File: config.mk
export PLATFORM = sky130hd
export DESIGN_NAME = bounded_stack_with_search
export DESIGN_NICKNAME = d
export VERILOG_FILES = /design/src/design/bsws_pkg.sv /design/src/design/bsws_ram.sv /design/src/design/bsws_front.sv /design/src/design/bsws_back.sv /design/src/design/bounded_stack_with_search.sv
export VERILOG_INCLUDE_DIRS = /design/src /design/src/design
export SDC_FILE = /design/constraint.sdc
export NUM_CORES = 2
export LEC_CHECK = 0
export BUFFER_PORTS_ARGS = -buffer_cell sky130_fd_sc_hd__buf_4
export CORE_MARGIN = 1.5
export CORE_UTILIZATION = 51
export CTS_CLUSTER_SIZE = 25
export DETAILED_ROUTE_END_ITERATION = 16
export PLACE_DENSITY = 0.69
export SETUP_SLACK_MARGIN = 0.2
export SLEW_MARGIN = 5
export SYNTH_ARGS = -nofsm -noshare
export SYNTH_HDL_FRONTEND = slang
export SYNTH_SLANG_ARGS = --single-unit
File: constraint.sdc
create_clock -name clk -period 8.4 [get_ports clk]
set_input_delay 2.52 -clock clk [delete_from_list [all_inputs] [get_ports clk]]
set_output_delay 2.52 -clock clk [all_outputs]
set_load 0.01 [all_outputs]
File: src/design/bounded_stack_with_search_macros.svh
// ----------------------------------------------------------------------------
// bounded_stack_with_search_macros.svh
// Assertion macros for the stack block; they compile to nothing under SYNTH.
// ----------------------------------------------------------------------------
`ifndef BOUNDED_STACK_WITH_SEARCH_MACROS_SVH
`define BOUNDED_STACK_WITH_SEARCH_MACROS_SVH

`ifndef SYNTH
// same-cycle implication
`define BSWS_ASSERT_NOW(name, clk, rst, ante, cons) \
  name: assert property (@(posedge clk) disable iff (rst) (ante) |-> (cons)) \
    else $error("bsws assertion failed");
// next-cycle implication
`define BSWS_ASSERT_NEXT(name, clk, rst, ante, cons) \
  name: assert property (@(posedge clk) disable iff (rst) (ante) |=> (cons)) \
    else $error("bsws assertion failed");
`else
`define BSWS_ASSERT_NOW(name, clk, rst, ante, cons)
`define BSWS_ASSERT_NEXT(name, clk, rst, ante, cons)
`endif

`endif

File: src/design/bsws_pkg.sv
// ----------------------------------------------------------------------------
// bsws_pkg
// Shared types and codes for the bounded stack with search.
// ----------------------------------------------------------------------------
`default_nettype none

package bsws_pkg;

  localparam int DEPTH_DEFAULT = 64;
  localparam int WORD_W        = 32;
  localparam int POS_W         = 6;
  localparam int CNT_W         = 7;
  localparam int POS_MAX       = 63;
  localparam int CNT_MAX       = 127;

  // request codes
  localparam logic [1:0] REQ_PUSH   = 2'd0;
  localparam logic [1:0] REQ_POP    = 2'd1;
  localparam logic [1:0] REQ_SEARCH = 2'd2;

  // status codes
  localparam logic [1:0] ST_OK        = 2'd0;
  localparam logic [1:0] ST_OVERFLOW  = 2'd1;
  localparam logic [1:0] ST_UNDERFLOW = 2'd2;
  localparam logic [1:0] ST_NOTFOUND  = 2'd3;

  typedef enum logic [1:0] {
    OP_PUSH,
    OP_POP,
    OP_SEARCH,
    OP_NOP
  } op_t;

  typedef struct packed {
    logic [1:0]               req_type;
    logic signed [WORD_W-1:0] push_value;
    logic signed [WORD_W-1:0] search_key;
  } req_t;

  typedef struct packed {
    logic [1:0]               status;
    logic signed [WORD_W-1:0] popped_value;
    logic                     found;
    logic [POS_W-1:0]         found_position;
    logic                     is_empty;
    logic                     is_full;
    logic [CNT_W-1:0]         entry_count;
  } rsp_t;

  // classified command handed from front to back
  typedef struct packed {
    op_t               op;
    logic [WORD_W-1:0] operand;
  } cmd_t;

endpackage

`default_nettype wire

File: src/design/bsws_ram.sv
// ----------------------------------------------------------------------------
// bsws_ram
// Generic single-write, single-read RAM with registered read data.
// ----------------------------------------------------------------------------
`default_nettype none

module bsws_ram #(
  parameter int WIDTH = 32,
  parameter int DEPTH = 64
) (
  input  wire logic                     clk,
  input  wire logic                     we,
  input  wire logic [$clog2(DEPTH)-1:0] waddr,
  input  wire logic [WIDTH-1:0]         wdata,
  input  wire logic [$clog2(DEPTH)-1:0] raddr,
  output logic      [WIDTH-1:0]         rdata
);

  logic [WIDTH-1:0] mem [DEPTH];

  always_ff @(posedge clk) begin
    if (we) begin
      mem[waddr] <= wdata;
    end
    rdata <= mem[raddr];
  end

endmodule

`default_nettype wire

File: src/design/bsws_front.sv
// ----------------------------------------------------------------------------
// bsws_front
// Takes requests, decodes them into commands and queues them (2 deep).
// ----------------------------------------------------------------------------
`default_nettype none

module bsws_front
  import bsws_pkg::*;
(
  input  wire logic clk,
  input  wire logic rst,
  input  wire logic start,
  output logic      busy,
  input  wire req_t request,
  output cmd_t      cmd,
  output logic      cmd_valid,
  input  wire logic cmd_ready
);

  cmd_t       q [2];
  logic       wr_ptr;
  logic       rd_ptr;
  logic [1:0] q_cnt;
  logic [1:0] q_cnt_next;
  cmd_t       decoded;
  logic       take;
  logic       give;

  always_comb begin
    decoded = '{op: OP_NOP, operand: '0};
    unique case (request.req_type)
      REQ_PUSH:   decoded = '{op: OP_PUSH, operand: request.push_value};
      REQ_POP:    decoded = '{op: OP_POP, operand: '0};
      REQ_SEARCH: decoded = '{op: OP_SEARCH, operand: request.search_key};
      default:    decoded = '{op: OP_NOP, operand: '0};
    endcase
  end

  assign busy      = (q_cnt == 2'd2);
  assign cmd_valid = (q_cnt != 2'd0);
  assign cmd       = q[rd_ptr];
  assign take      = start && !busy;
  assign give      = cmd_valid && cmd_ready;

  always_comb begin
    q_cnt_next = q_cnt;
    if (take && !give) begin
      q_cnt_next = q_cnt + 2'd1;
    end else if (give && !take) begin
      q_cnt_next = q_cnt - 2'd1;
    end
  end

  always_ff @(posedge clk) begin
    if (take) begin
      q[wr_ptr] <= decoded;
    end
    if (rst) begin
      wr_ptr <= 1'b0;
      rd_ptr <= 1'b0;
      q_cnt  <= 2'd0;
    end else begin
      if (take) begin
        wr_ptr <= !wr_ptr;
      end
      if (give) begin
        rd_ptr <= !rd_ptr;
      end
      q_cnt <= q_cnt_next;
    end
  end

endmodule

`default_nettype wire

File: src/design/bsws_back.sv
// ----------------------------------------------------------------------------
// bsws_back
// Executes commands against the stack store and registers one result each.
// ----------------------------------------------------------------------------
`default_nettype none

module bsws_back
  import bsws_pkg::*;
#(
  parameter int DEPTH = DEPTH_DEFAULT
) (
  input  wire logic clk,
  input  wire logic rst,
  input  wire cmd_t cmd,
  input  wire logic cmd_valid,
  output logic      cmd_ready,
  output logic      done,
  output rsp_t      result
);

  localparam int AW = $clog2(DEPTH);
  localparam int CW = $clog2(DEPTH + 1);

  typedef enum logic [1:0] {
    S_IDLE,
    S_POP,
    S_SRCH
  } state_t;

  state_t            state;
  logic [CW-1:0]     cnt;
  logic [WORD_W-1:0] key;
  logic [CW-1:0]     issue_d;   // next distance to read
  logic              pend;      // a read is in flight
  logic [AW-1:0]     pend_d;    // its distance from top

  logic              we;
  logic [AW-1:0]     waddr;
  logic [AW-1:0]     raddr;
  logic [WORD_W-1:0] rdata;
  logic              hit;

  function automatic rsp_t make_rsp(logic [1:0] st, logic [WORD_W-1:0] popped,
                                    logic fnd, logic [AW-1:0] dpos,
                                    logic [CW-1:0] n);
    rsp_t r;
    r.status         = st;
    r.popped_value   = $signed(popped);
    r.found          = fnd;
    r.found_position = (32'(dpos) > 32'(POS_MAX)) ? POS_W'(POS_MAX) : POS_W'(dpos);
    r.is_empty       = (n == '0);
    r.is_full        = (n == CW'(DEPTH));
    r.entry_count    = (32'(n) > 32'(CNT_MAX)) ? CNT_W'(CNT_MAX) : CNT_W'(n);
    return r;
  endfunction

  bsws_ram #(
    .WIDTH (WORD_W),
    .DEPTH (DEPTH)
  ) u_store (
    .clk   (clk),
    .we    (we),
    .waddr (waddr),
    .wdata (cmd.operand),
    .raddr (raddr),
    .rdata (rdata)
  );

  assign cmd_ready = (state == S_IDLE);
  assign waddr     = AW'(cnt);
  assign we        = (state == S_IDLE) && cmd_valid && (cmd.op == OP_PUSH) &&
                     (cnt != CW'(DEPTH));
  assign hit       = pend && (rdata == key);

  always_comb begin
    raddr = '0;
    unique case (state)
      S_IDLE:  raddr = AW'(cnt - CW'(1));
      S_SRCH:  raddr = AW'(cnt - CW'(1) - issue_d);
      default: raddr = '0;
    endcase
  end

  always_ff @(posedge clk) begin
    if (rst) begin
      state   <= S_IDLE;
      cnt     <= '0;
      done    <= 1'b0;
      pend    <= 1'b0;
      issue_d <= '0;
    end else begin
      done <= 1'b0;
      unique case (state)
        S_IDLE: begin
          if (cmd_valid) begin
            unique case (cmd.op)
              OP_PUSH: begin
                done <= 1'b1;
                if (cnt == CW'(DEPTH)) begin
                  result <= make_rsp(ST_OVERFLOW, '0, 1'b0, '0, cnt);
                end else begin
                  cnt    <= cnt + CW'(1);
                  result <= make_rsp(ST_OK, '0, 1'b0, '0, cnt + CW'(1));
                end
              end
              OP_POP: begin
                if (cnt == '0) begin
                  done   <= 1'b1;
                  result <= make_rsp(ST_UNDERFLOW, '0, 1'b0, '0, cnt);
                end else begin
                  state <= S_POP;   // top word read in flight
                end
              end
              OP_SEARCH: begin
                key     <= cmd.operand;
                issue_d <= '0;
                pend    <= 1'b0;
                state   <= S_SRCH;
              end
              default: begin
                done   <= 1'b1;
                result <= make_rsp(ST_OK, '0, 1'b0, '0, cnt);
              end
            endcase
          end
        end
        S_POP: begin
          cnt    <= cnt - CW'(1);
          done   <= 1'b1;
          result <= make_rsp(ST_OK, rdata, 1'b0, '0, cnt - CW'(1));
          state  <= S_IDLE;
        end
        S_SRCH: begin
          priority if (hit) begin
            done   <= 1'b1;
            pend   <= 1'b0;
            result <= make_rsp(ST_OK, '0, 1'b1, pend_d, cnt);
            state  <= S_IDLE;
          end else if (issue_d < cnt) begin
            pend    <= 1'b1;
            pend_d  <= AW'(issue_d);
            issue_d <= issue_d + CW'(1);
          end else begin
            done   <= 1'b1;
            pend   <= 1'b0;
            result <= make_rsp(ST_NOTFOUND, '0, 1'b0, '0, cnt);
            state  <= S_IDLE;
          end
        end
        default: state <= S_IDLE;
      endcase
    end
  end

endmodule

`default_nettype wire

File: src/design/bounded_stack_with_search.sv
// Push and unused codes complete from the idle state; pop passes through S_POP; search
//   compares k entries from the top, where k <= count, using the one read port.
//   The request queue takes new items while the back still works on an earlier one.
// Reset (rst, synchronous, high) empties the stack and the request queue; the
//   store itself is not cleared. Results cannot be stalled by the receiver.
// ----------------------------------------------------------------------------
// bounded_stack_with_search
// LIFO of signed words with push, pop and top-down linear search.
// ----------------------------------------------------------------------------
`default_nettype none

`include "bounded_stack_with_search_macros.svh"

module bounded_stack_with_search
  import bsws_pkg::*;
#(
  parameter int DEPTH = DEPTH_DEFAULT
) (
  input  wire logic clk,
  input  wire logic rst,
  input  wire logic start,
  output logic      busy,
  input  wire req_t request,
  output logic      done,
  output rsp_t      result
);

  // Front: decodes each item into a command and holds up to two of them,
  // so new items are taken while the back is still walking a search.
  cmd_t cmd;
  logic cmd_valid;
  logic cmd_ready;

  bsws_front u_front (
    .clk       (clk),
    .rst       (rst),
    .start     (start),
    .busy      (busy),
    .request   (request),
    .cmd       (cmd),
    .cmd_valid (cmd_valid),
    .cmd_ready (cmd_ready)
  );

  // Back: owns the count and the store. Push writes at the count; pop reads
  // the top word (registered read, taken in S_POP); search reads one entry
  // per cycle from the top, comparing each word in the cycle after its read.
  bsws_back #(
    .DEPTH (DEPTH)
  ) u_back (
    .clk       (clk),
    .rst       (rst),
    .cmd       (cmd),
    .cmd_valid (cmd_valid),
    .cmd_ready (cmd_ready),
    .done      (done),
    .result    (result)
  );

  // an accepted item is waiting in the queue on the next cycle at least
  `BSWS_ASSERT_NEXT(a_queue_holds, clk, rst, start && !busy, cmd_valid)
  // a hit always reports ok
  `BSWS_ASSERT_NOW(a_found_ok, clk, rst, done && result.found, result.status == ST_OK)
  // a dropped push only happens on a full stack
  `BSWS_ASSERT_NOW(a_ovf_full, clk, rst, done && result.status == ST_OVERFLOW,
                   result.is_full)
  // underflow leaves the stack empty and returns zero
  `BSWS_ASSERT_NOW(a_unf_empty, clk, rst, done && result.status == ST_UNDERFLOW,
                   result.is_empty && result.popped_value == '0)

endmodule

`default_nettype wire
Yosys cells after proc, flatten, opt, wreduce, memory -nomap -nowiden
Memories as Yosys holds them, arrays and structs flattened. A register that Yosys moved wholly into a read port is not among the register bits.
Cells that the tools add are included.
{"block": "totals", "register_bits": 110, "ram_bits": 2116, "in_bits": 69, "out_inout_bits": 52, "wordCells": 124, "mem_count": 2}
{"name": "u_back.u_store.mem", "depth": 64, "width": 32, "read_ports": 1, "rd_clocked_by_memory_dff": 1, "write_ports": 1, "line_no": "bsws_ram.sv:19", "source": "logic [WIDTH-1:0] mem [DEPTH];"}
{"name": "u_front.q", "depth": 2, "width": 34, "read_ports": 1, "rd_clocked_by_memory_dff": 1, "write_ports": 1, "line_no": "bsws_front.sv:20", "source": "cmd_t q [2];"}
{"block": "classes", "addsub": 6, "magnitude_cmp": 1, "eq_ne": 23, "n_mux": 43, "bitwise_logic": 2, "reduce_logical": 30}
{"cell": "one-hot mux 50 bit (3 select lines)", "n": 2}
{"cell": "two-way mux 50 bit", "n": 4}
{"cell": "one-hot mux 34 bit (3 select lines)", "n": 1}
{"cell": "two-way mux 49 bit", "n": 1}
{"cell": "two-way mux 7 bit", "n": 7}
{"cell": "equality test 32 bit", "n": 1}
{"cell": "one-hot mux 7 bit (2 select lines)", "n": 2}
{"cell": "equality test 7 bit, second input constant", "n": 3}
{"cell": "zero test 7 bit", "n": 3}
{"cell": "AND reduction 4 bit", "n": 4}
{"cell": "adder 7 x 1 -> 7 bit, second input constant", "n": 2}
{"cell": "two-way mux 1 bit", "n": 14}
{"cell": "two-way mux 2 bit", "n": 6}
{"cell": "one-hot mux 6 bit (2 select lines)", "n": 1}
{"cell": "equality test 2 bit, second input constant", "n": 4}
{"cell": "!= test 2 x 1 -> 1 bit, second input constant", "n": 4}
{"cell": "one-hot mux 2 bit (2 select lines)", "n": 2}
{"cell": "nonzero test 2 bit", "n": 4}
{"cell": "logical AND 1 bit", "n": 7}
{"cell": "< comparator 7 bit", "n": 1}
{"cell": "!= test 7 bit, second input constant", "n": 1}
{"cell": "subtractor 7 x 1 -> 7 bit, second input constant", "n": 1}
{"cell": "equality test 2 x 1 -> 1 bit, second input constant", "n": 3}
{"cell": "zero test 2 bit", "n": 3}
{"cell": "15 further kinds", "n": 24}

Logic depth before layout (Yosys ltp)
{"block": "depth", "depth_word": 7, "mapped_depth": 15, "ltp_nobuf": 13}

By module
From an unflattened synthesis, not the netlist that was laid out.
{"block": "unflattened", "cells_unflattened": 3983, "hier_area_um2": 86944.6}
{"module": "bsws_ram", "instances": 1, "cells_per_inst": 3324, "area_each_um2": 78512.8, "seq_area_each_um2": 62139.6}
{"module": "bsws_back", "instances": 1, "cells_per_inst": 454, "area_each_um2": 5276.3, "seq_area_each_um2": 3002.9}
{"module": "bsws_front", "instances": 1, "cells_per_inst": 205, "area_each_um2": 3155.5, "seq_area_each_um2": 2142.1}

Worst setup path before layout
No wires, ideal clock.
{"block": "synth_timing", "kind": "input to register", "start": "input port rst", "end": "register u_back.result[0] (netlist name)", "setup_time_ns": 0.520, "arrival_ns": 6.182, "required_ns": 7.880, "path_slack_ns": 1.699, "stages": 2, "path_buffers": 1, "cell_sequence": "clkbuf_1 nor3_1"}
{"block": "synth_between", "elab_chain_len": 2}
{"item": "from (decl)", "line_no": "bounded_stack_with_search.sv:20", "source": "input wire logic rst,"}
{"item": "inverter 1 bit (no source line)"}
{"item": "AND reduction 6 bit (no source line)"}
No other way between the ends.
A chain may end at the register's enable or synchronous reset.

Worst setup path in the final report
{"block": "layout_timing", "start": "register u_back.cnt[0]", "end": "register u_back.u_store.rdata[20] (read register of u_back.u_store.mem)"}
{"block": "layout_between", "elab_chain_len": 3}
{"item": "from (decl)", "line_no": "bsws_back.sv:31", "source": "logic [CW-1:0] cnt;"}
{"item": "from (signal assigned)", "line_no": "bsws_back.sv:102", "source": "cnt <= cnt + CW'(1);"}
{"item": "from (signal assigned)", "line_no": "bsws_back.sv:128", "source": "cnt <= cnt - CW'(1);"}
{"item": "subtractor 7 x 1 -> 7 bit *", "line_no": "bsws_back.sv:78, bsws_back.sv:79"}
{"item": "subtractor 6 bit", "line_no": "bsws_back.sv:79", "source": "S_SRCH: raddr = AW'(cnt - CW'(1) - issue_d);"}
{"item": "one-hot mux 6 bit (2 select lines) *", "line_no": "bsws_back.sv:77", "source": "unique case (state)"}
{"item": "to (decl)", "line_no": "bsws_ram.sv:16", "source": "output logic [WIDTH-1:0] rdata"}
Every way passes the cells marked *; elsewhere a longest branch is shown, timed or not.

==> flow_summary.yaml <==
run_status:
  status: "completed"
drt:
  drt_first_pass_iters: 6
  vias: 45000
  via_per_inst: 6.37
  first_iter_violations: 7020
  wire_per_inst_um: 32.2
  drc: 0
  wirelength_um: 228000
  final_antenna_net_count: 0
floorplan:
  die_w_um: 418
  boundaryPins: 121
  die_h_um: 418
  core-area_um2: 171000
  dieArea_um2: 175000
  start_util: 0.512
  rows: 152
logic_synthesis:
  ys_seq_area_frac: 0.767
  synthFlopType: "edfxtp_1"
  synth_seq_cells: 2259
  synthCells: 4373
  synth_warnings: 0
  ys_types: 65
  synth-edff-count: 2204
  ys_async_sr_fraction: 0
  syn_avg_cell_area_um2: 20.1
  syn_nets: 4467
  syn_area_um2: 87800
sta:
  finClkSkew_ns: 0.0432
  final_hold_viol_count: 0
  post-route-min-period_ns: 5.57
  post-route-period-util: 0.663
  worst_pin_slew_ns: 1.37
  timing.final.ws_setup_ns: 2.83
  rsz0062_at_grt: "false"
  final_max_slew_viol_count: 0
  fmax_mhz: 180
  setup_viol_count_final: 0
  finalSetupTns_ns: 0
  relSlewSlack: 0.0801
place:
  place_ws_ns: 2.97
  port_buffers: 120
  place_area_um2: 91700
  globalplace.congestion: 0.916
  dp_hpwl_um: 130000
clock_tree:
  htreeDepth: 4
  cts_resized: 0
  clk_path_buf_depth: 3
  postCtsHoldBufs: 0
  cts-root-buf: "clkbuf_16"
  tritoncts: "done"
  cts_setup_buffers: 0
  insertion_delay_ns: 0.88
  path_clk_slew_ns: 0.06
  cts.sinks: 2259
  cts_buffers: 217
power_and_ir_drop:
  clockPowerShare: 0.223
  comb_power_share: 0.449
  sw_frac_of_total: 0.398
  cellPowerDensity_nw_per_um2: 430
  p_leak_nw: 31.2
  p_sw_w: 0.0169
  ir_worst_vdd_mv: 0.874
  p_int_w: 0.0255
  sequentialPowerShare: 0.328
setup_path:
  cp-end-kind: "flop"
  setup.worst_path.end: "u_back.u_store.rdata[20]"
  r2r_slack_ns: 2.83
  reg2regPathDepth: 13
  criticalPathCategory: "reg2reg"
  cp-start-kind: "flop"
  r2r_start: "u_back.cnt[0]"
  r2r-end: "u_back.u_store.rdata[20]"
  startpoint: "u_back.cnt[0]"
  critical_path.max_fanout: 64
  arrival_ns: 6.36
  critPathRequiredTime_ns: 9.19
global_routing:
  grt_pass1_wl_um: 322000
  antenna_found_initial: 17
  overflow: 0
  grt_usage: 0.262
  grt_max_degree: 144
  grt_pass1_vias: 43000
layout:
  final_common_cell: "edfxtp_1"
  nets: 4668
  fin_area_um2: 98600
  drive_above_1_share: 0.243
  area_growth_pct: 12.4
  final_cell_mix: "2204 x edfxtp_1, 527 x nand2_1, 512 x mux4_2"
  fill_cells: 12400
  utilization: 0.575
min_path:
  hold_path_class: "reg2reg"
flow_run:
  drv_cap: 0
area by class of cell:
cell class | instances | area, um2 | share of cell area
antenna | 10 | 25.0 | 0.000254
clock buffer | 274 | 5750 | 0.0583
clock inverter | 123 | 1090 | 0.0111
inverter | 28 | 108 | 0.00109
multi-input combinational | 1842 | 19600 | 0.199
sequential | 2259 | 67300 | 0.682
tap | 2310 | 2890 | 0.0293
timing repair buffer | 226 | 1820 | 0.0185
power by group through the flow:
stage	registers, W	logic (W)	clock network, W
global placement	0.0141	0.0186	0
detailed placement	0.0142	0.0188	0
global route	0.0139	0.0197	0.00997
floorplan	0.0140	0.0117	0
CTS	0.0139	0.0188	0.00955
finish	0.0139	0.0190	0.00946
state kept, by name, indices dropped and copies added (netlist names), named ones only:
name	cells
u_front.rd_ptr	1
u_front.wr_ptr	1
u_front.q	68
u_back.pend_d	6
u_front.q_cnt	2
u_back.result	50
u_back.cnt	7
u_back.issue_d	7
u_back.pend	1
u_back.done	1
u_back.u_store.mem	2048
u_back.key	32
u_back.state	2
u_back.u_store.rdata	32
metal layers:
metal / wire (um) / global-route usage / part of all wire / vias up
met3: 25500 / 0.0592 / 0.11 / 387
li1: - / - / - / 18200
met5: 63 / 0 / 0.00028 / -
met2: 104000 / 0.384 / 0.46 / 2706
met1: 88600 / 0.383 / 0.39 / 23700
met4: 9900 / 0.107 / 0.043 / 10
cells by family after synthesis:
family / count (synthesis) / share of synthesized area
AND/OR/NAND/NOR: 935 / 0.0469
AO/OA/AOI/OAI: 246 / 0.0210
flip-flops: 2259 / 0.767
multiplexers: 585 / 0.140
XOR/XNOR: 51 / 0.00518
buffers and inverters: 272 / 0.0163
adder cells (fa/ha/maj): 25 / 0.00365
worst max-delay path: stages (launching register included):
cell and delay [ns]:
dfxtp_1 0.67, inv_4 0.09, ha_1 0.33, xor2_1 0.30, ha_1 0.33, xor2_1 0.21
nand2_1 0.13, o21ai_4 0.14, buf_4 0.73, buf_4 0.80, nand2_1 0.09, and3_1 0.27
a31oi_1 0.99, a221o_1 0.30
cell usage after synthesis, types with 35 or more instances:
cell type | number | area share
a31oi_1 | 93 | 0.0066
a32o_1 | 35 | 0.0040
and3_1 | 128 | 0.0091
buf_2 | 73 | 0.0042
buf_4 | 35 | 0.0030
clkbuf_1 | 87 | 0.0037
dfxtp_1 | 55 | 0.013
edfxtp_1 | 2204 | 0.75
mux2i_1 | 40 | 0.0046
mux4_2 | 512 | 0.13
nand2_1 | 527 | 0.023
nand3_1 | 83 | 0.0047
nor2_1 | 131 | 0.0056
xor2_1 | 37 | 0.0037
metrics by stage:
| step | cells | hold WS (ns) | total power [W] |
|---|---|---|---|
| detailed placement | 6665 | 0.505 | 0.0329 |
| floorplan | 4373 | 0.458 | 0.0256 |
| finish | 7072 | 0.518 | 0.0424 |
| global placement | 6665 | 0.495 | 0.0328 |
| CTS | 7062 | 0.518 | 0.0423 |
| global route | 7063 | 0.532 | 0.0436 |
how the worst min path moves through the flow:
stage	startpoint	to	slack, ns	depth (start not counted)
5_1_grt	u_back.pend_d[5]	u_back.result[14]	0.53	1
3_5_place_dp	u_front.rd_ptr	u_front.rd_ptr	0.50	2
2_1_floorplan	u_back.issue_d[4]	u_back.pend_d[4]	0.46	0
3_3_place_gp	u_front.rd_ptr	u_front.rd_ptr	0.50	2
6_report	u_back.pend_d[5]	u_back.result[14]	0.52	1
4_1_cts	u_back.pend_d[5]	u_back.result[14]	0.52	1
Power figures use the tool's default switching activity.
